File: config.mk
export PLATFORM = sky130hd
export DESIGN_NAME = bce_merge
export DESIGN_NICKNAME = d
export VERILOG_FILES = /design/src/hw/rtl/bce_pkg.sv /design/src/hw/rtl/bce_merge.sv
export SDC_FILE = /design/constraint.sdc
export NUM_CORES = 1
export LEC_CHECK = 0
export ABC_AREA = 1
export BUFFER_PORTS_ARGS = -buffer_cell sky130_fd_sc_hd__buf_2
export CAP_MARGIN = 15
export CORE_AREA = 5 5 168 130
export CTS_CLUSTER_SIZE = 10
export DETAILED_ROUTE_END_ITERATION = 6
export DIE_AREA = 0 0 173 135
export GPL_TIMING_DRIVEN = 0
export PLACE_DENSITY = 0.66
export SLEW_MARGIN = 30
export SYNTH_ARGS = -nofsm -noshare
export SYNTH_HDL_FRONTEND = slang
export SYNTH_SLANG_ARGS = --single-unit
File: constraint.sdc
create_clock -name clk -period 4.9 [get_ports clk]
set_clock_uncertainty 0.15 [all_clocks]
set_input_delay 0.735 -clock clk [delete_from_list [all_inputs] [get_ports clk]]
set_output_delay 0.735 -clock clk [all_outputs]
set_load 0.005 [all_outputs]
File: src/hw/rtl/bce_pkg.sv
// Shared types and constants for the Bernstein curve evaluation unit.
// Used by every module of the block; depends on nothing.
package bce_pkg;

    localparam int FRAC_BITS    = 15;
    localparam int COORD_WIDTH  = 16;
    localparam int T_WIDTH      = 16;
    localparam int WEIGHT_WIDTH = 20;
    localparam int VALUE_WIDTH  = 21;
    localparam int NUM_LANES    = 4;
    localparam int MODE_WIDTH   = 3;

    localparam int PROD_WIDTH = WEIGHT_WIDTH + COORD_WIDTH;
    localparam int ACC_WIDTH  = PROD_WIDTH + 2;
    localparam int ONE_Q      = 1 << FRAC_BITS;
    localparam int HALF_Q     = 1 << (FRAC_BITS - 1);

    typedef enum logic [MODE_WIDTH-1:0] {
        MODE_LINEAR = 3'd0,
        MODE_QUAD   = 3'd1,
        MODE_CUBIC  = 3'd2,
        MODE_DERIV1 = 3'd3,
        MODE_DERIV2 = 3'd4
    } mode_t;

    typedef logic signed [COORD_WIDTH-1:0]  coord_t;
    typedef logic signed [WEIGHT_WIDTH-1:0] weight_t;
    typedef logic signed [PROD_WIDTH-1:0]   prod_t;

    typedef coord_t  [NUM_LANES-1:0] coord_vec_t;
    typedef weight_t [NUM_LANES-1:0] weight_vec_t;
    typedef prod_t   [NUM_LANES-1:0] prod_vec_t;

    typedef struct packed {
        logic [MODE_WIDTH-1:0] req_type;
        logic [T_WIDTH-1:0]    t_param;
        coord_t                coord0;
        coord_t                coord1;
        coord_t                coord2;
        coord_t                coord3;
    } req_t;

    typedef struct packed {
        logic signed [VALUE_WIDTH-1:0] curve_value;
        weight_t                       weight0;
        weight_t                       weight1;
        weight_t                       weight2;
        weight_t                       weight3;
    } rsp_t;

    // stage enables for the basis pipeline, plus valid of its last stage
    typedef struct packed {
        logic en1;
        logic en2;
        logic en3;
        logic v3;
    } basis_ctl_t;

endpackage

File: src/hw/rtl/bce_merge.sv
// Merge stage: sums the lane products, rounds half up and shifts down into the result beat.
// Depends on bce_pkg.
module bce_merge (
    input  logic                  clk,
    input  logic                  en,
    input  bce_pkg::prod_vec_t    prods,
    input  bce_pkg::weight_vec_t  weights,
    output bce_pkg::rsp_t         rsp
);

    logic signed [bce_pkg::ACC_WIDTH-1:0] acc;
    logic signed [bce_pkg::ACC_WIDTH-1:0] shifted;
    bce_pkg::rsp_t                        rsp_reg;
    bce_pkg::rsp_t                        rsp_next;

    always_comb
    begin
        acc = bce_pkg::ACC_WIDTH'(bce_pkg::HALF_Q);
        for (int i = 0; i < bce_pkg::NUM_LANES; i++)
        begin
            acc = acc + bce_pkg::ACC_WIDTH'(prods[i]);
        end
        // arithmetic shift gives the floor
        shifted              = acc >>> bce_pkg::FRAC_BITS;
        rsp_next.curve_value = shifted[bce_pkg::VALUE_WIDTH-1:0];
        rsp_next.weight0     = weights[0];
        rsp_next.weight1     = weights[1];
        rsp_next.weight2     = weights[2];
        rsp_next.weight3     = weights[3];
    end

    always_ff @(posedge clk)
    begin
        if (en)
        begin
            rsp_reg <= rsp_next;
        end
    end

    assign rsp = rsp_reg;

endmodule

==> flow_summary.toml <==
[clock_tree]
numCtsBuffers = 9
cts.path.max_buffers = 2
h_tree_levels = 3
clk_pin_slew_ns = 0.08
tritoncts = "yes"
cts_root_buf = "sky130_fd_sc_hd__clkbuf_16"
post-cts-setup-buffers = 0
cts.sink_count = 101
holdBufCountCts = 0
cts.repair.resized = 0

[critical_path]
cp_data_arrival_time_ns = 3.76
worst_path_largest_cell_delay_ns = 0.53
critPathBufInv = 3
cp-end-kind = "flip-flop"
worst-path-stages = 15
critPathTopFamily = "adder cells"
criticalPathCategory = "in2reg"
worst_setup_path_start_kind = "input pin"
worst_path_required_ns = 4.85
crit_path_frequent_cell = "sky130_fd_sc_hd__nand2_1"
cp_cell_sequence = "buf_2 > inv_1 > fa_1 > inv_1 > fa_1 > ha_1 > ha_1 > a21oi_1 > o21ai_1 > a21oi_1 > nor2_1 > nor2_1 > nand2_1 > nand2_1 > nand2_1"
crit_slowest_cell = "sky130_fd_sc_hd__fa_1"
path_max_fanout = 4

[final_layout]
multi_input_area_um2 = 3660
regArea_um2 = 3030
largest_register_ffs = 101
area_growth_pct = 31.1
instances_no_fill = 1347
stdcell_area_um2 = 9740
final_layout_size_suffix_gt1_frac = 0.328
nFillCells = 1915
num-nets-final = 1443

[placed_design]
hpwl_um = 18000
post_dp_cell_area_um2 = 9420
placedCellCount = 1330
portBuffers = 326
gp_congestion = 0.908

[logic_synthesis]
synth_xor_xnor_area_share = 0.0153
synth_area_per_cell_um2 = 9.97
synth_commonest_cells = "sky130_fd_sc_hd__inv_1 (195), sky130_fd_sc_hd__nand2_1 (129), sky130_fd_sc_hd__edfxtp_1 (101), sky130_fd_sc_hd__fa_1 (69), sky130_fd_sc_hd__ha_1 (65)"
most_frequently_used_cell_type_in_the_post_synthesis_netlist = "sky130_fd_sc_hd__inv_1"
synth_cell_area_um2 = 7430
synthesis.instances = 745
yosys_register_bits = 101
syn-num-nets = 1105
synthesized_area_fraction_occupied_by_adder_cells = 0.295
synth.top_cells.by_area = "sky130_fd_sc_hd__edfxtp_1 (41%), sky130_fd_sc_hd__fa_1 (19%), sky130_fd_sc_hd__ha_1 (11%)"
combinational_family_with_the_most_area_after_synthesis = "adder cells"
synth-edff-count = 101
ys_seq_area_frac = 0.408
compound_gate_portion_of_the_synthesized_area = 0.0558
multiplexer_area_fraction_after_synthesis = 0
async_flop_share = 0
synth_largest_type_area_fraction = 0.408
synth_cell_types = 28
ys_dominant_reg_cell = "sky130_fd_sc_hd__edfxtp_1"
ys_warn_count = 0
yosysTopAreaCell = "sky130_fd_sc_hd__edfxtp_1"
synth-simple-area-share = 0.126

[power_and_ir_drop]
sw_frac_of_total = 0.414
seq_power_share = 0.307
power.leakage_nw = 5.12
net-switching-power_mw = 1.61
internal_mw = 2.28
power.ir.vdd_worst_mv = 0.182
cellPowerDensity_nw_per_um2 = 400
power.clock.fraction = 0.187
share_comb_of_total_power = 0.506

[timing]
worst-slew-pin-transition_ns = 0.535
rsz0062_at_grt = "false"
timing_hold_violations_final = 0
setup-violations-final = 0
worst_slew_margin_relative_to_its_limit = 0.644
fin_crit_sh = 0.777
slew_violations = 0
totalNegativeSetupSlack_ns = 0
max_freq_mhz = 263
layout_min_cycle_time_ns = 3.81

[global_routing]
grt_pass1_vias = 6121
globalRouteOverflowTotal = 0
grt_use_total = 0.169
grt_pass1_wl_um = 31100
grt_start_max_net_pins = 58
initial_antenna_violation_count = 3

[hold_path]
hold-path-cell-count = 1
class_of_the_tightest_hold_or_removal_check = "in2reg"

[detailed_routing]
drc = 0
vias = 6048
detailedRoute.firstPassIterationCount = 5
drt_iter0_markers = 288
wl_per_cell_um = 15.2
postRouteAntennaNets = 0
vias_per_cell = 4.49
sum_of_routed_wire_length_over_all_layers_um = 20400

[outcome]
run_status = "completed"

[floorplanning]
floorplan_core_area_um2 = 19900
die_area_um2 = 23400
fp.dieH_um = 135
design.portCount = 327
num_rows = 45
initial_utilization = 0.373
die_w_um = 173

[run]
drv.max_cap_violation_count = 0
==> area by class of cell <==
type / count / share of cell area
antenna: 1 / 0.000257
sequential: 101 / 0.312
clock buffer: 9 / 0.0231
timing repair buffer: 327 / 0.171
tap: 258 / 0.0332
multi-input combinational: 448 / 0.376
inverter: 196 / 0.0756
clock inverter: 7 / 0.00938
==> kinds of logic (layout without fill, tap and decap cells) <==
logic type / after synthesis / in the layout
simple gates: 228 / 228
buf+inv: 196 / 539
fa+ha+maj: 134 / 134
flops: 101 / 101
compound gates: 73 / 73
xor+xnor: 13 / 13
other cells: 0 / 1
==> cell usage in the layout, fill, tap and decap left out, drive strengths merged, types with 6 or more instances in the layout <==
cell type | Yosys | final
buf | 0 | 327
inv | 196 | 199
nand2 | 133 | 133
edfxtp | 101 | 101
fa | 69 | 69
ha | 65 | 65
nor2 | 59 | 59
a21oi | 39 | 39
nand3 | 24 | 24
o21ai | 23 | 23
clkbuf | 0 | 9
nor3 | 8 | 8
xor2 | 7 | 7
xnor2 | 6 | 6
==> power groups by stage <==
stage	Sequential, mW	Combinational (mW)	Clock [mW]
detailed placement	1.22	1.96	0
floorplan	1.24	1.23	0
finish	1.20	1.97	0.728
global placement	1.22	1.95	0
global route	1.21	2.23	0.785
CTS	1.20	1.98	0.746
==> worst paths after layout <==
kind        start       to
max     prods[19]  rsp[99]
min   weights[78]  rsp[18]
==> metrics by stage <==
step | setup WS, ns | util | hold slack (ns) | power [mW]
after detailed placement | 0.764 | 0.472 | 0.763 | 3.18
after CTS | 1.13 | 0.488 | 0.390 | 3.93
after global routing | 0.942 | 0.488 | 0.380 | 4.23
final | 1.09 | 0.488 | 0.403 | 3.89
after floorplan | 1.26 | - | 0.684 | 2.47
after global placement | 0.748 | 0.471 | 0.762 | 3.16
==> layer usage <==
layer / part of all wire / GRT usage / up-vias
met5: 0.00064 / 0 / -
met4: 0.010 / 0.0323 / 2
met3: 0.074 / 0.0428 / 16
met2: 0.48 / 0.289 / 232
met1: 0.44 / 0.223 / 2778
li1: - / - / 3020
Power figures use the tool's default switching activity.
