File: src/hw/rtl/bce_pkg.sv
// Shared types and constants for the Bernstein curve evaluation unit.
// Used by every module of the block; depends on nothing.
package bce_pkg;

    localparam int FRAC_BITS    = 15;
    localparam int COORD_WIDTH  = 16;
    localparam int T_WIDTH      = 16;
    localparam int WEIGHT_WIDTH = 20;
    localparam int VALUE_WIDTH  = 21;
    localparam int NUM_LANES    = 4;
    localparam int MODE_WIDTH   = 3;

    localparam int PROD_WIDTH = WEIGHT_WIDTH + COORD_WIDTH;
    localparam int ACC_WIDTH  = PROD_WIDTH + 2;
    localparam int ONE_Q      = 1 << FRAC_BITS;
    localparam int HALF_Q     = 1 << (FRAC_BITS - 1);

    typedef enum logic [MODE_WIDTH-1:0] {
        MODE_LINEAR = 3'd0,
        MODE_QUAD   = 3'd1,
        MODE_CUBIC  = 3'd2,
        MODE_DERIV1 = 3'd3,
        MODE_DERIV2 = 3'd4
    } mode_t;

    typedef logic signed [COORD_WIDTH-1:0]  coord_t;
    typedef logic signed [WEIGHT_WIDTH-1:0] weight_t;
    typedef logic signed [PROD_WIDTH-1:0]   prod_t;

    typedef coord_t  [NUM_LANES-1:0] coord_vec_t;
    typedef weight_t [NUM_LANES-1:0] weight_vec_t;
    typedef prod_t   [NUM_LANES-1:0] prod_vec_t;

    typedef struct packed {
        logic [MODE_WIDTH-1:0] req_type;
        logic [T_WIDTH-1:0]    t_param;
        coord_t                coord0;
        coord_t                coord1;
        coord_t                coord2;
        coord_t                coord3;
    } req_t;

    typedef struct packed {
        logic signed [VALUE_WIDTH-1:0] curve_value;
        weight_t                       weight0;
        weight_t                       weight1;
        weight_t                       weight2;
        weight_t                       weight3;
    } rsp_t;

    // stage enables for the basis pipeline, plus valid of its last stage
    typedef struct packed {
        logic en1;
        logic en2;
        logic en3;
        logic v3;
    } basis_ctl_t;

endpackage

File: src/hw/rtl/bce_lane.sv
// One multiply lane: weight times coordinate, registered, weight carried along.
// Depends on bce_pkg.
module bce_lane (
    input  logic              clk,
    input  logic              en,
    input  bce_pkg::weight_t  weight,
    input  bce_pkg::coord_t   coord,
    output bce_pkg::prod_t    prod,
    output bce_pkg::weight_t  weight_out
);

    bce_pkg::prod_t   prod_reg;
    bce_pkg::prod_t   prod_next;
    bce_pkg::weight_t weight_reg;

    assign prod_next = bce_pkg::PROD_WIDTH'(weight) * bce_pkg::PROD_WIDTH'(coord);

    always_ff @(posedge clk)
    begin
        if (en)
        begin
            prod_reg   <= prod_next;
            weight_reg <= weight;
        end
    end

    assign prod       = prod_reg;
    assign weight_out = weight_reg;

endmodule

File: config.mk
export PLATFORM = sky130hd
export DESIGN_NAME = bce_lane
export DESIGN_NICKNAME = d
export VERILOG_FILES = /design/src/hw/rtl/bce_pkg.sv /design/src/hw/rtl/bce_lane.sv
export SDC_FILE = /design/constraint.sdc
export NUM_CORES = 1
export LEC_CHECK = 0
export BUFFER_PORTS_ARGS = -buffer_cell sky130_fd_sc_hd__buf_4
export CAP_MARGIN = 20
export CORE_MARGIN = 2
export CORE_UTILIZATION = 55
export CTS_CLUSTER_DIAMETER = 50
export DETAILED_ROUTE_END_ITERATION = 7
export PLACE_DENSITY = 0.74
export SLEW_MARGIN = 0
export SYNTH_ARGS = -nofsm -noshare
export SYNTH_HDL_FRONTEND = slang
export SYNTH_SLANG_ARGS = --single-unit
File: constraint.sdc
create_clock -name clk -period 16 [get_ports clk]
set_clock_uncertainty 0.1 [all_clocks]
set_input_delay 0.8 -clock clk [delete_from_list [all_inputs] [get_ports clk]]
set_output_delay 0.8 -clock clk [all_outputs]
set_load 0.05 [all_outputs]
==> results of run 1 <==
critical path, stage by stage:
cell      delay [ns]
buf_4           0.11
clkinv_1        0.46
nor2_1          0.28
fa_1            0.46
fa_1            0.51
fa_1            0.43
fa_1            0.49
fa_1            0.50
inv_1           0.05
fa_1            0.47
inv_1           0.04
ha_1            0.37
nand4_1         0.13
a21oi_1         0.21
o211ai_1        0.19
a21oi_2         0.28
o21ai_1         0.14
a31oi_1         0.37
nor2_1          0.12
a211o_1         0.27
worst paths after layout:
check,from,end,slack (ns)
worst min-delay path,weight[18],weight_out[18],0.77
worst max-delay path,coord[15],prod[35],9.27
per-stage QoR:
stage | cells | hold slack, ns | utilization (%) | setup slack, ns | cell area [um^2]
after CTS | 1765 | 0.756 | 60.2 | 9.30 | 14600
final | 1765 | 0.766 | 60.2 | 9.27 | 14600
after detailed placement | 1757 | 1.06 | 59.6 | 8.97 | 14500
after floorplan | 1393 | 0.799 | - | 9.64 | 13600
after global placement | 1757 | 1.07 | 59.6 | 9.11 | 14500
after global routing | 1765 | 0.763 | 60.2 | 8.96 | 14600
cell families after synthesis:
| family | Yosys count | synth area share [%] |
|---|---|---|
| buf+inv | 405 | 11.2 |
| compound gates | 85 | 4.04 |
| simple gates | 401 | 14.8 |
| fa+ha+maj | 408 | 55.1 |
| flops | 56 | 12.4 |
| xor+xnor | 38 | 2.45 |
routing by layer:
layer / vias to the layer above / global-route usage (%) / routed length, um / part of all wire [%]
met4: 0 / 8.32 / 1030 / 3.3
met1: 4931 / 30.3 / 11100 / 36
met3: 68 / 2.72 / 1670 / 5.4
li1: 4177 / - / - / -
met5: - / 0 / 0 / 0
met2: 333 / 48.2 / 17300 / 56
cell usage in the layout, fill, tap and decap left out, drive strengths merged, types with 4 or more instances in the layout:
master / count
nor2b: 5
xor2: 9
buf: 93
nand2: 169
a31oi: 4
xnor2: 29
nand3: 7
ha: 90
nand2b: 7
inv: 352
and2: 152
and3: 4
fa: 318
nor3: 5
nor2: 38
a21o: 9
clkbuf: 5
o21ai: 22
nor4: 4
a21oi: 30
edfxtp: 56
area by class of cell:
type / count / area, um^2 / share of cell area (%)
Clock buffer: 5 / 125 / 0.854
Inverter: 352 / 1320 / 9.02
Sequential cell: 56 / 1680 / 11.5
Timing Repair Buffer: 93 / 698 / 4.77
Tap cell: 324 / 405 / 2.77
Clock inverter: 3 / 33.8 / 0.231
Multi-Input combinational cell: 932 / 10400 / 70.9
==> impl_results.md, run 1 <==
* Outcome: completed
* Register area share after synthesis at 12.4%
* Yosys top cell area share at 46.9%
* Gpl congestion at 0.871
* First-pass GRT wire length at 51300 um
* Final nets at 1886
* Yosys Warn Count at 0
* Top post-synthesis cells by count: inv_1, fa_1, nand2_1
* All-Layer GR Usage at 25.5%
* Synth Net Count at 1839
* Final setup viols at 0
* Die Ht at 161 um
* Initial antenna violation count at 0
* Hold WC Path Type: in2reg
* Final period utilization at 42.0%
* Starting Density at 55.9%
* Post-Syn Instances at 1393
* RSZ-0062 raised after global routing: false
* Post-route ant nets at 0
* GR Overflow Total at 0
* Path type of the worst setup path: in2reg
* Asr flop ratio synth at 0%
* Drt wl/cell at 17.6 um
* Flip-flop and latch count after synthesis at 56
* Hold Buf Count CTS at 0
* Largest net degree at the start of global routing at 57
* Area leader, netlist: fa_1
* Worst slew pin tran at 0.692 ns
* Clock sink total at 56
* Post-Synthesis Cell Area at 13600 um^2
* H-tree depth at 2
* Length of the first detailed-routing pass in iterations at 5
* DP HPWL at 25100 um
* Final WL at 31000 um
* Max FFs per register at 36
* Min-Delay Path Depth at 1
* Critical path endpoint category: register
* Number of global-route vias before repair at 10400
* Via density at 5.39
* CP Max Fanout at 18
* Root Driver: clkbuf_16
* Worst-path clk slew at 0.08 ns
* Count of cell types in the netlist at 45
* Remaining DRCs at 0
* Ys flop type: edfxtp_1
* Final hold vios at 0
* Minimum clock period at 6.73 ns
* Top-count cell post-synth: inv_1
* Avg Inst Size Synth at 9.75 um^2
* Via count at 9509
* Leading post-synthesis cells by cell area: fa_1, edfxtp_1, inv_1
* Max Cap Viol at 0
* CTS Buffer Depth at 2
* Horiz. Die Dim at 161 um
* Slew Viols, Final at 0
* Data required, critical path at 15.96 ns
* Post-CTS sizing at 0
* Area of the core at 24300 um^2
* 1st-iter DRT viols at 576
* TritonCTS clock tree: built
* Layout area overhead at 7.83%
* Port bufs at 93
* CTS buffer count at 5
* Slew HR at 53.9%
* # diodes at 0
* Post-CTS repair timing setup buffer count at 0
* Fmax at 0.149 GHz
* Row count at 57
* Critical Path AT at 6.69 ns
* Fill cells at 2047
* Fraction of final layout cells sized beyond drive strength 1 at 7.77%
* Top Ports at 94
* Post-synth EDFFs at 56
* CP Launch Type: input pin
* Die area at 26000 um^2
* Setup Total Neg Slack at 0 ns
Power of run 1 is not shown: default switching activity piles up to over one toggle a cycle in this logic, so the estimate is an artifact.
==> run 2, diff against run 1 <==
Clock period 16 ns to 6.37 ns, I/O delays scaled along.
==> run 2 against run 1 <==
Against the previous run:
- via count is 0.50% lower
- sequential share of layout area fell by 0.18 points
- first-iteration DRC count down 13%
- sequential cell count did not move
- wire length grew 0.18%
- core utilization grew 0.96 points
- non-clock buffer count grew 32
- critical path depth grew 2
- clock-buffer cell count unchanged
==> impl_results.md, run 2 (synthesis gave the netlist of run 1 again) <==
* Data required, critical path at 6.33 ns
* Port bufs at 93
* Critical path endpoint category: register
* Final setup viols at 0
* Fin Hold WS at 0.202 ns
* Die area at 26000 um^2
* CP Max Fanout at 14
* Kind of cell adding the most delay to the critical path: adder cells
* Gpl congestion at 0.877
* CTS buffer count at 5
* Slew HR at 51.9%
* # diodes at 0
* Via density at 5.26
* Setup Total Neg Slack at 0 ns
* Remaining DRCs at 0
* Via count at 9461
* Final hold vios at 0
* Row count at 57
* RSZ-0062 raised after global routing: false
* Layout area overhead at 9.54%
* Critical path's slowest cell: fa_1
* Most frequent cells in the layout: inv_1, fa_1, nand2_1
* Crit path buf inv count at 6
* Area of the core at 24300 um^2
* Worst-path clk slew at 0.08 ns
* Critical Path AT at 6.04 ns
* Path type of the worst setup path: in2reg
* Root Driver: clkbuf_16
* Starting Density at 55.9%
* Length of the first detailed-routing pass in iterations at 7
* Die Ht at 161 um
* 1st-iter DRT viols at 500
* Slew Viols, Final at 0
* Final nets at 1918
* Non-filler cells, final at 1797
* Initial antenna violation count at 0
* CTS Buffer Depth at 2
* TritonCTS clock tree: built
* Placed cell count at 1789
* Final WL at 31100 um
* Number of global-route vias before repair at 10600
* Outcome: completed
* CP Launch Type: input pin
* Drt wl/cell at 17.3 um
* Post-CTS sizing at 0
* Post-CTS repair timing setup buffer count at 0
* CP Cell Sequence: buf_4 > nand2_1 > fa_1 > inv_1 > fa_1 > inv_1 > fa_1 > inv_1 > fa_1 > fa_1 > inv_1 > fa_1 > inv_1 > ha_1 > nand4_1 > a21oi_1 > o211ai_1 > a21oi_2 > o21ai_1 > a31oi_1 > nor2_1 > a211o_1
* Hold WC Path Type: in2reg
* Final period utilization at 95.4%
* Critical path's largest stage delay at 0.55 ns
* Top Ports at 94
* Minimum clock period at 6.08 ns
* Clock sink total at 56
* Hold Buf Count CTS at 0
* Post-route ant nets at 0
* DP HPWL at 26100 um
* Horiz. Die Dim at 161 um
* Fmax at 0.165 GHz
* Max Cap Viol at 0
* Largest net degree at the start of global routing at 57
* Worst slew pin tran at 0.722 ns
* Max FFs per register at 36
* First-pass GRT wire length at 51300 um
* All-Layer GR Usage at 25.4%
* GR Overflow Total at 0
* Fraction of final layout cells sized beyond drive strength 1 at 9.78%
* Commonest non-fill, non-tap cell in the layout: inv_1
* Crit path top cell by count: fa_1
* H-tree depth at 2
-- run 2: final timing paths --
path  startpoint  slack (ns)       endpoint  cells after the start
max    weight[7]        0.29       prod[35]                     22
min    weight[6]        0.20  weight_out[6]                      1
-- run 2: through the flow --
step	util [%]	setup WS [ns]	cell area (um^2)
after global placement	60.6	0.117	14700
after detailed placement	60.6	0.00966	14700
after global routing	61.2	0.0326	14900
final	61.2	0.293	14900
after CTS	61.2	0.298	14900
after floorplan	-	0.492	13600
-- run 2: layout make-up --
type / instances / area (um^2)
clock buffer: 5 / 125
clock inverter: 3 / 26.3
fill: 2081 / 9440
inverter: 352 / 1320
multi-input combinational: 932 / 10400
sequential: 56 / 1680
tap: 324 / 405
timing repair buffer: 125 / 938
-- run 2: metal layers --
layer	global-route usage (%)	wire (um)
met1	29.9	11100
met2	47.6	17000
met3	2.29	1430
met4	11.0	1540
met5	0	0
Power of run 2 is left out for the same reason.
