$ cat src/hw/rtl/bce_pkg.sv
// Shared types and constants for the Bernstein curve evaluation unit.
// Used by every module of the block; depends on nothing.
package bce_pkg;

    localparam int FRAC_BITS    = 15;
    localparam int COORD_WIDTH  = 16;
    localparam int T_WIDTH      = 16;
    localparam int WEIGHT_WIDTH = 20;
    localparam int VALUE_WIDTH  = 21;
    localparam int NUM_LANES    = 4;
    localparam int MODE_WIDTH   = 3;

    localparam int PROD_WIDTH = WEIGHT_WIDTH + COORD_WIDTH;
    localparam int ACC_WIDTH  = PROD_WIDTH + 2;
    localparam int ONE_Q      = 1 << FRAC_BITS;
    localparam int HALF_Q     = 1 << (FRAC_BITS - 1);

    typedef enum logic [MODE_WIDTH-1:0] {
        MODE_LINEAR = 3'd0,
        MODE_QUAD   = 3'd1,
        MODE_CUBIC  = 3'd2,
        MODE_DERIV1 = 3'd3,
        MODE_DERIV2 = 3'd4
    } mode_t;

    typedef logic signed [COORD_WIDTH-1:0]  coord_t;
    typedef logic signed [WEIGHT_WIDTH-1:0] weight_t;
    typedef logic signed [PROD_WIDTH-1:0]   prod_t;

    typedef coord_t  [NUM_LANES-1:0] coord_vec_t;
    typedef weight_t [NUM_LANES-1:0] weight_vec_t;
    typedef prod_t   [NUM_LANES-1:0] prod_vec_t;

    typedef struct packed {
        logic [MODE_WIDTH-1:0] req_type;
        logic [T_WIDTH-1:0]    t_param;
        coord_t                coord0;
        coord_t                coord1;
        coord_t                coord2;
        coord_t                coord3;
    } req_t;

    typedef struct packed {
        logic signed [VALUE_WIDTH-1:0] curve_value;
        weight_t                       weight0;
        weight_t                       weight1;
        weight_t                       weight2;
        weight_t                       weight3;
    } rsp_t;

    // stage enables for the basis pipeline, plus valid of its last stage
    typedef struct packed {
        logic en1;
        logic en2;
        logic en3;
        logic v3;
    } basis_ctl_t;

endpackage

$ cat src/hw/rtl/bce_basis.sv
// Basis weight generator: three pipeline stages from t and mode to the four weights.
// Carries the control coordinates alongside. Depends on bce_pkg.
module bce_basis (
    input  logic                  clk,
    input  logic                  rst_n,
    input  bce_pkg::basis_ctl_t   ctl,
    input  bce_pkg::req_t         req,
    output bce_pkg::weight_vec_t  weights,
    output bce_pkg::coord_vec_t   coords
);

    localparam int Q_WIDTH = bce_pkg::FRAC_BITS + 1;
    localparam int P_WIDTH = 2 * Q_WIDTH + 2;
    localparam int WX      = bce_pkg::WEIGHT_WIDTH + 2;

    localparam logic signed [WX-1:0] K3S  = WX'(3 * bce_pkg::ONE_Q);
    localparam logic signed [WX-1:0] K6S  = WX'(6 * bce_pkg::ONE_Q);
    localparam logic signed [WX-1:0] K12S = WX'(12 * bce_pkg::ONE_Q);

    // (x + half) >> FRAC_BITS for non-negative x
    function automatic logic [Q_WIDTH-1:0] rnd_q(input logic [P_WIDTH-1:0] x);
        logic [P_WIDTH:0] s;
        s = {1'b0, x} + (P_WIDTH + 1)'(bce_pkg::HALF_Q);
        return s[bce_pkg::FRAC_BITS +: Q_WIDTH];
    endfunction

    function automatic logic signed [WX-1:0] sx(input logic [Q_WIDTH-1:0] v);
        return signed'(WX'(v));
    endfunction

    // stage 1: saturate t, squares and cross product
    logic [Q_WIDTH-1:0]   t_sat;
    logic [Q_WIDTH-1:0]   u_sat;
    logic [2*Q_WIDTH-1:0] tt_next;
    logic [2*Q_WIDTH-1:0] uu_next;
    logic [2*Q_WIDTH-1:0] tu_next;

    logic [bce_pkg::MODE_WIDTH-1:0] mode1_reg;
    logic [Q_WIDTH-1:0]             t1_reg;
    logic [Q_WIDTH-1:0]             u1_reg;
    logic [2*Q_WIDTH-1:0]           tt1_reg;
    logic [2*Q_WIDTH-1:0]           uu1_reg;
    logic [2*Q_WIDTH-1:0]           tu1_reg;
    bce_pkg::coord_vec_t            coords1_reg;

    assign t_sat   = (req.t_param > bce_pkg::T_WIDTH'(bce_pkg::ONE_Q))
                   ? Q_WIDTH'(bce_pkg::ONE_Q) : Q_WIDTH'(req.t_param);
    assign u_sat   = Q_WIDTH'(bce_pkg::ONE_Q) - t_sat;
    assign tt_next = (2*Q_WIDTH)'(t_sat) * (2*Q_WIDTH)'(t_sat);
    assign uu_next = (2*Q_WIDTH)'(u_sat) * (2*Q_WIDTH)'(u_sat);
    assign tu_next = (2*Q_WIDTH)'(t_sat) * (2*Q_WIDTH)'(u_sat);

    // stage 2: rounded squares, cubic products
    logic [Q_WIDTH-1:0]   tq;
    logic [Q_WIDTH-1:0]   uq;
    logic [Q_WIDTH-1:0]   w1q;
    logic [Q_WIDTH+1:0]   tri_u2;
    logic [Q_WIDTH+1:0]   tri_t2;
    logic [P_WIDTH-1:0]   p_u3_next;
    logic [P_WIDTH-1:0]   p_w1_next;
    logic [P_WIDTH-1:0]   p_w2_next;
    logic [P_WIDTH-1:0]   p_t3_next;

    logic [bce_pkg::MODE_WIDTH-1:0] mode2_reg;
    logic [Q_WIDTH-1:0]             t2_reg;
    logic [Q_WIDTH-1:0]             u2_reg;
    logic [Q_WIDTH-1:0]             tq2_reg;
    logic [Q_WIDTH-1:0]             uq2_reg;
    logic [Q_WIDTH-1:0]             w1q2_reg;
    logic [P_WIDTH-1:0]             p_u3_reg;
    logic [P_WIDTH-1:0]             p_w1_reg;
    logic [P_WIDTH-1:0]             p_w2_reg;
    logic [P_WIDTH-1:0]             p_t3_reg;
    bce_pkg::coord_vec_t            coords2_reg;

    assign tq        = rnd_q(P_WIDTH'(tt1_reg));
    assign uq        = rnd_q(P_WIDTH'(uu1_reg));
    assign w1q       = rnd_q(P_WIDTH'(tu1_reg) << 1);
    assign tri_u2    = {2'b00, uq} + {1'b0, uq, 1'b0};
    assign tri_t2    = {2'b00, tq} + {1'b0, tq, 1'b0};
    assign p_u3_next = P_WIDTH'(uq) * P_WIDTH'(u1_reg);
    assign p_w1_next = P_WIDTH'(tri_u2) * P_WIDTH'(t1_reg);
    assign p_w2_next = P_WIDTH'(tri_t2) * P_WIDTH'(u1_reg);
    assign p_t3_next = P_WIDTH'(tq) * P_WIDTH'(t1_reg);

    // stage 3: per-mode weight selection
    logic signed [WX-1:0] ts;
    logic signed [WX-1:0] us;
    logic signed [WX-1:0] t2s;
    logic signed [WX-1:0] u2s;
    logic signed [WX-1:0] wx [bce_pkg::NUM_LANES];

    logic [bce_pkg::MODE_WIDTH-1:0] mode3_reg;
    bce_pkg::weight_vec_t           w3_reg;
    bce_pkg::coord_vec_t            coords3_reg;
    bce_pkg::weight_vec_t           w3_next;

    assign ts  = sx(t2_reg);
    assign us  = sx(u2_reg);
    assign t2s = sx(tq2_reg);
    assign u2s = sx(uq2_reg);

    always_comb
    begin
        for (int i = 0; i < bce_pkg::NUM_LANES; i++)
        begin
            wx[i] = '0;
        end
        case (mode2_reg)
            bce_pkg::MODE_LINEAR:
            begin
                wx[0] = us;
                wx[1] = ts;
            end
            bce_pkg::MODE_QUAD:
            begin
                wx[0] = u2s;
                wx[1] = sx(w1q2_reg);
                wx[2] = t2s;
            end
            bce_pkg::MODE_CUBIC:
            begin
                wx[0] = sx(rnd_q(p_u3_reg));
                wx[1] = sx(rnd_q(p_w1_reg));
                wx[2] = sx(rnd_q(p_w2_reg));
                wx[3] = sx(rnd_q(p_t3_reg));
            end
            bce_pkg::MODE_DERIV1:
            begin
                wx[0] = -((u2s <<< 1) + u2s);
                wx[1] = K3S - ((ts <<< 3) + (ts <<< 2)) + ((t2s <<< 3) + t2s);
                wx[2] = ((ts <<< 2) + (ts <<< 1)) - ((t2s <<< 3) + t2s);
                wx[3] = (t2s <<< 1) + t2s;
            end
            bce_pkg::MODE_DERIV2:
            begin
                wx[0] = K6S - ((ts <<< 2) + (ts <<< 1));
                wx[1] = ((ts <<< 4) + (ts <<< 1)) - K12S;
                wx[2] = K6S - ((ts <<< 4) + (ts <<< 1));
                wx[3] = (ts <<< 2) + (ts <<< 1);
            end
            default:
            begin
                for (int i = 0; i < bce_pkg::NUM_LANES; i++)
                begin
                    wx[i] = '0;
                end
            end
        endcase
        for (int i = 0; i < bce_pkg::NUM_LANES; i++)
        begin
            w3_next[i] = wx[i][bce_pkg::WEIGHT_WIDTH-1:0];
        end
    end

    always_ff @(posedge clk)
    begin
        if (ctl.en1)
        begin
            mode1_reg   <= req.req_type;
            t1_reg      <= t_sat;
            u1_reg      <= u_sat;
            tt1_reg     <= tt_next;
            uu1_reg     <= uu_next;
            tu1_reg     <= tu_next;
            coords1_reg <= {req.coord3, req.coord2, req.coord1, req.coord0};
        end
        if (ctl.en2)
        begin
            mode2_reg   <= mode1_reg;
            t2_reg      <= t1_reg;
            u2_reg      <= u1_reg;
            tq2_reg     <= tq;
            uq2_reg     <= uq;
            w1q2_reg    <= w1q;
            p_u3_reg    <= p_u3_next;
            p_w1_reg    <= p_w1_next;
            p_w2_reg    <= p_w2_next;
            p_t3_reg    <= p_t3_next;
            coords2_reg <= coords1_reg;
        end
        if (ctl.en3)
        begin
            mode3_reg   <= mode2_reg;
            w3_reg      <= w3_next;
            coords3_reg <= coords2_reg;
        end
    end

    assign weights = w3_reg;
    assign coords  = coords3_reg;

`ifndef SYNTHESIS
    // linear weights partition unity
    assert property (@(posedge clk) disable iff (!rst_n)
        ctl.v3 && mode3_reg == bce_pkg::MODE_LINEAR
        |-> (w3_reg[0] + w3_reg[1]) == bce_pkg::WEIGHT_WIDTH'(bce_pkg::ONE_Q)
            && w3_reg[2] == '0 && w3_reg[3] == '0)
        else $error("linear weights do not sum to one");

    // second-derivative weights sum to zero
    assert property (@(posedge clk) disable iff (!rst_n)
        ctl.v3 && mode3_reg == bce_pkg::MODE_DERIV2
        |-> (w3_reg[0] + w3_reg[1] + w3_reg[2] + w3_reg[3]) == '0)
        else $error("second derivative weights do not cancel");
`endif

endmodule

$ cat config.mk
export PLATFORM = sky130hd
export DESIGN_NAME = bce_basis
export DESIGN_NICKNAME = d
export VERILOG_FILES = /design/src/hw/rtl/bce_pkg.sv /design/src/hw/rtl/bce_basis.sv
export SDC_FILE = /design/constraint.sdc
export NUM_CORES = 2
export LEC_CHECK = 0
export BUFFER_PORTS_ARGS = -buffer_cell sky130_fd_sc_hd__buf_2
export CORE_ASPECT_RATIO = 1.25
export CORE_MARGIN = 3
export CORE_UTILIZATION = 24
export DETAILED_ROUTE_END_ITERATION = 16
export HOLD_SLACK_MARGIN = 0.12
export RECOVER_POWER = 100
export SLEW_MARGIN = 15
export SYNTH_ARGS = -nofsm -noshare
export SYNTH_HDL_FRONTEND = slang
export SYNTH_SLANG_ARGS = --single-unit
$ cat constraint.sdc
create_clock -name clk -period 9.2 [get_ports clk]
set_input_delay 0.46 -clock clk [delete_from_list [all_inputs] [get_ports clk]]
set_output_delay 0.46 -clock clk [all_outputs]
set_load 0.01 [all_outputs]
==> metrics.yaml <==
outcome:
  status: "complete, but fails checks"
  violations: "capacitance limit, slew limit"
worst_setup_path:
  r2r_start: "uu1_reg[15]$_DFFE_PP_"
  r2r_setup_slack_ns: 0.25
  worstPathMaxFanout: 4
  arrival_ns: 9.36
  cpLargestDelayFamily: "adder cells"
  start_kind: "flip-flop"
  critPathMaxStageDelay_ns: 0.53
  crit_slowest_cell: "fa_1"
  crit_top_cell: "fa_1"
  worstSetupStartpoint: "uu1_reg[15]$_DFFE_PP_"
  crit_type: "reg -> reg"
  crit_buf_inv: 7
  end_kind: "flip-flop"
  cp.required_ns: 9.61
placement:
  port_buffers: 229
  post-dp-hpwl_mm: 178
  place_congestion: 0.913
  dpl_worst_slack_ns: -0.234
min_path:
  hold_path_class: "reg -> reg"
  hold_start: "coords1_reg[40]$_DFFE_PP_"
synth:
  ys.warnings.count: 0
  syn_inst: 8139
  ys_seq_area_frac: 0.191
  synth_area_sq_um: 79700
  ys_async_sr_fraction: 0
  synth_cell_types: 96
  ys_ff_latch: 506
  avgSynthCellArea_sq_um: 9.79
  synthFlopType: "edfxtp_1"
  synth-edff-count: 506
clock_network:
  htree_levels: 2
  cts_tree: "yes"
  clk_path_buf_depth: 3
  clock_sinks: 506
  cts.clk_slew.worst_paths_ns: 0.07
  cts_buffers: 53
  root_buffer: "clkbuf_16"
  clk_latency_ns: 0.66
detailed_routing:
  vias: 57400
  drt-wirelength-per-cell_microns: 17.2
  ant_nets: 0
  first_pass_iters: 7
  avgViaCountPerCell: 4.43
  drt_first_iter_violations: 3705
  drc: 0
  routed_wl_mm: 223
sta:
  report.final.setup_viol: 0
  final.setup.worst_slack_ns: 0.252
  skew_ns: 0.0580
  tns_ns: 0
  fin_crit_sh: 0.973
  rsz0062_at_grt: "yes"
  worst_pin_slew_ns: 5.35
  maxSlewViolCount: 870
  timing.final.hold_violations: 0
  clock.fmax_mhz: 112
  slew_headroom: -2.56
  min_period_ns: 8.95
run:
  drv_cap: 19
grt:
  grt_pass1_vias: 60500
  grtUsageTotal: 0.131
  grt_start_max_net_pins: 102
  antenna_found_initial: 11
  grt_pass1_wl_mm: 349
  overflow: 0
cells_and_area:
  largest_reg_flops: 79
  multiInputGateArea_sq_um: 57600
  regArea_sq_um: 15200
  area_growth_syn_to_layout_pct: 13.3
  fillers: 35000
  fin_nets: 10800
  final_core_util: 0.274
  drive_gt1_frac: 0.0624
floorplanning:
  start_util: 0.242
  die-width_microns: 521
  die_area_sq_um: 339000
  die_y_microns: 650
  rows: 235
  core_sq_um: 329000
  ios: 233
## placed cells by master (no fill, tap or decap), types with 46 or more instances in the layout
master,netlist,routed
ha_1,853,842
nand3_1,88,87
and3_1,58,56
clkbuf_16,0,53
edfxtp_1,506,506
buf_2,1,72
dlygate4sd3_1,0,67
buf_4,1,226
fa_1,1346,1343
nand2_1,1030,1028
clkbuf_1,279,202
xor2_1,137,122
nor3_1,67,65
o21ai_0,113,111
nor2_1,364,360
nor2b_1,48,46
a21oi_1,164,157
and2_1,471,469
a21o_1,72,72
xnor2_1,278,257
inv_1,1750,1746
## cell families after synthesis
group | count (synthesis) | share of synthesized area
fa+ha+maj | 2199 | 0.472
mux | 12 | 0.00154
xor+xnor | 416 | 0.0459
flops | 506 | 0.191
buf+inv | 2045 | 0.0964
compound gates | 699 | 0.0613
simple gates | 2260 | 0.132
other cells | 2 | 0.0000942
## metal layers
layer	vias up	GRT usage	routed length [microns]
li1	26000	-	-
met1	29200	0.170	95100
met2	1763	0.224	106000
met3	357	0.0138	12600
met4	2	0.0468	9320
met5	-	0	19
## worst paths after layout
| path | endpoint | cells past startpoint |
|---|---|---|
| worst min-delay path | coords2_reg[40]$_DFFE_PP_ | 0 |
| worst max-delay path | p_w1_reg[30]$_DFFE_PP_ | 38 |
| worst max register to register | p_w1_reg[30]$_DFFE_PP_ | 38 |
| worst min register to register | coords2_reg[40]$_DFFE_PP_ | 0 |
## final cells by class
type,instances,share of cell area
multi-input cells,5625,0.637
flip-flops and latches,506,0.168
well taps,4384,0.0607
repair buffers,573,0.0402
clock inverters,36,0.00548
inverters,1756,0.0730
diodes,6,0.000166
clock buffers,61,0.0150
## worst reg2reg max path, delay by kind of cell (launching register included)
| family | cells | cell delay [ns] |
|---|---|---|
| AND/OR/NAND/NOR | 7 | 1.01 |
| buffers and inverters | 7 | 0.61 |
| flip-flops | 1 | 0.39 |
| adder cells (fa/ha/maj) | 9 | 3.66 |
| AO/OA/AOI/OAI | 11 | 2.31 |
| XOR/XNOR | 4 | 0.73 |
## what timing repair did
| item | in CTS | in global routing |
|---|---|---|
| hold endpoints to repair | 67 | 0 |
| setup endpoints to repair | 1 | 11 |
| pin swaps | 1 | 63 |
| buffers inserted | 3 | 14 |
| hold buffers | 67 | 0 |
| gates resized for setup | 6 | 58 |
## synth_stat cells, types with 11 or more instances
cell,count,area share
o221ai_1,13,0.0014
or3_1,22,0.0017
o21ai_0,113,0.0071
nand3_1,88,0.0055
nor3_1,67,0.0042
a211oi_1,24,0.0023
nor2b_1,48,0.0038
inv_1,1750,0.082
xnor2_1,278,0.031
a21o_1,72,0.0068
and2_1,471,0.037
and3_1,58,0.0046
a21oi_1,164,0.010
a31oi_1,15,0.0012
or2_2,11,0.00086
fa_1,1346,0.34
nand4_1,26,0.0020
ha_1,853,0.13
o21bai_1,30,0.0028
o211ai_1,25,0.0024
xor2_1,137,0.015
nand2b_1,34,0.0027
nor4_1,13,0.0010
o22ai_1,14,0.0011
clkbuf_1,279,0.013
edfxtp_1,506,0.19
o21a_1,38,0.0036
a22oi_1,28,0.0026
a222oi_1,27,0.0034
nand2_1,1030,0.049
nor2_1,364,0.017
## stage by stage
step	area [sq um]	hold slack, ns	std cells
detailed placement	87700	0.405	12800
global route	90300	0.403	12900
CTS	90200	0.277	12900
finish	90300	0.380	12900
global placement	87700	0.401	12800
floorplan	79900	0.400	8176
Power is not shown: default switching activity piles up to over one toggle a cycle in this logic, so the estimate is an artifact.
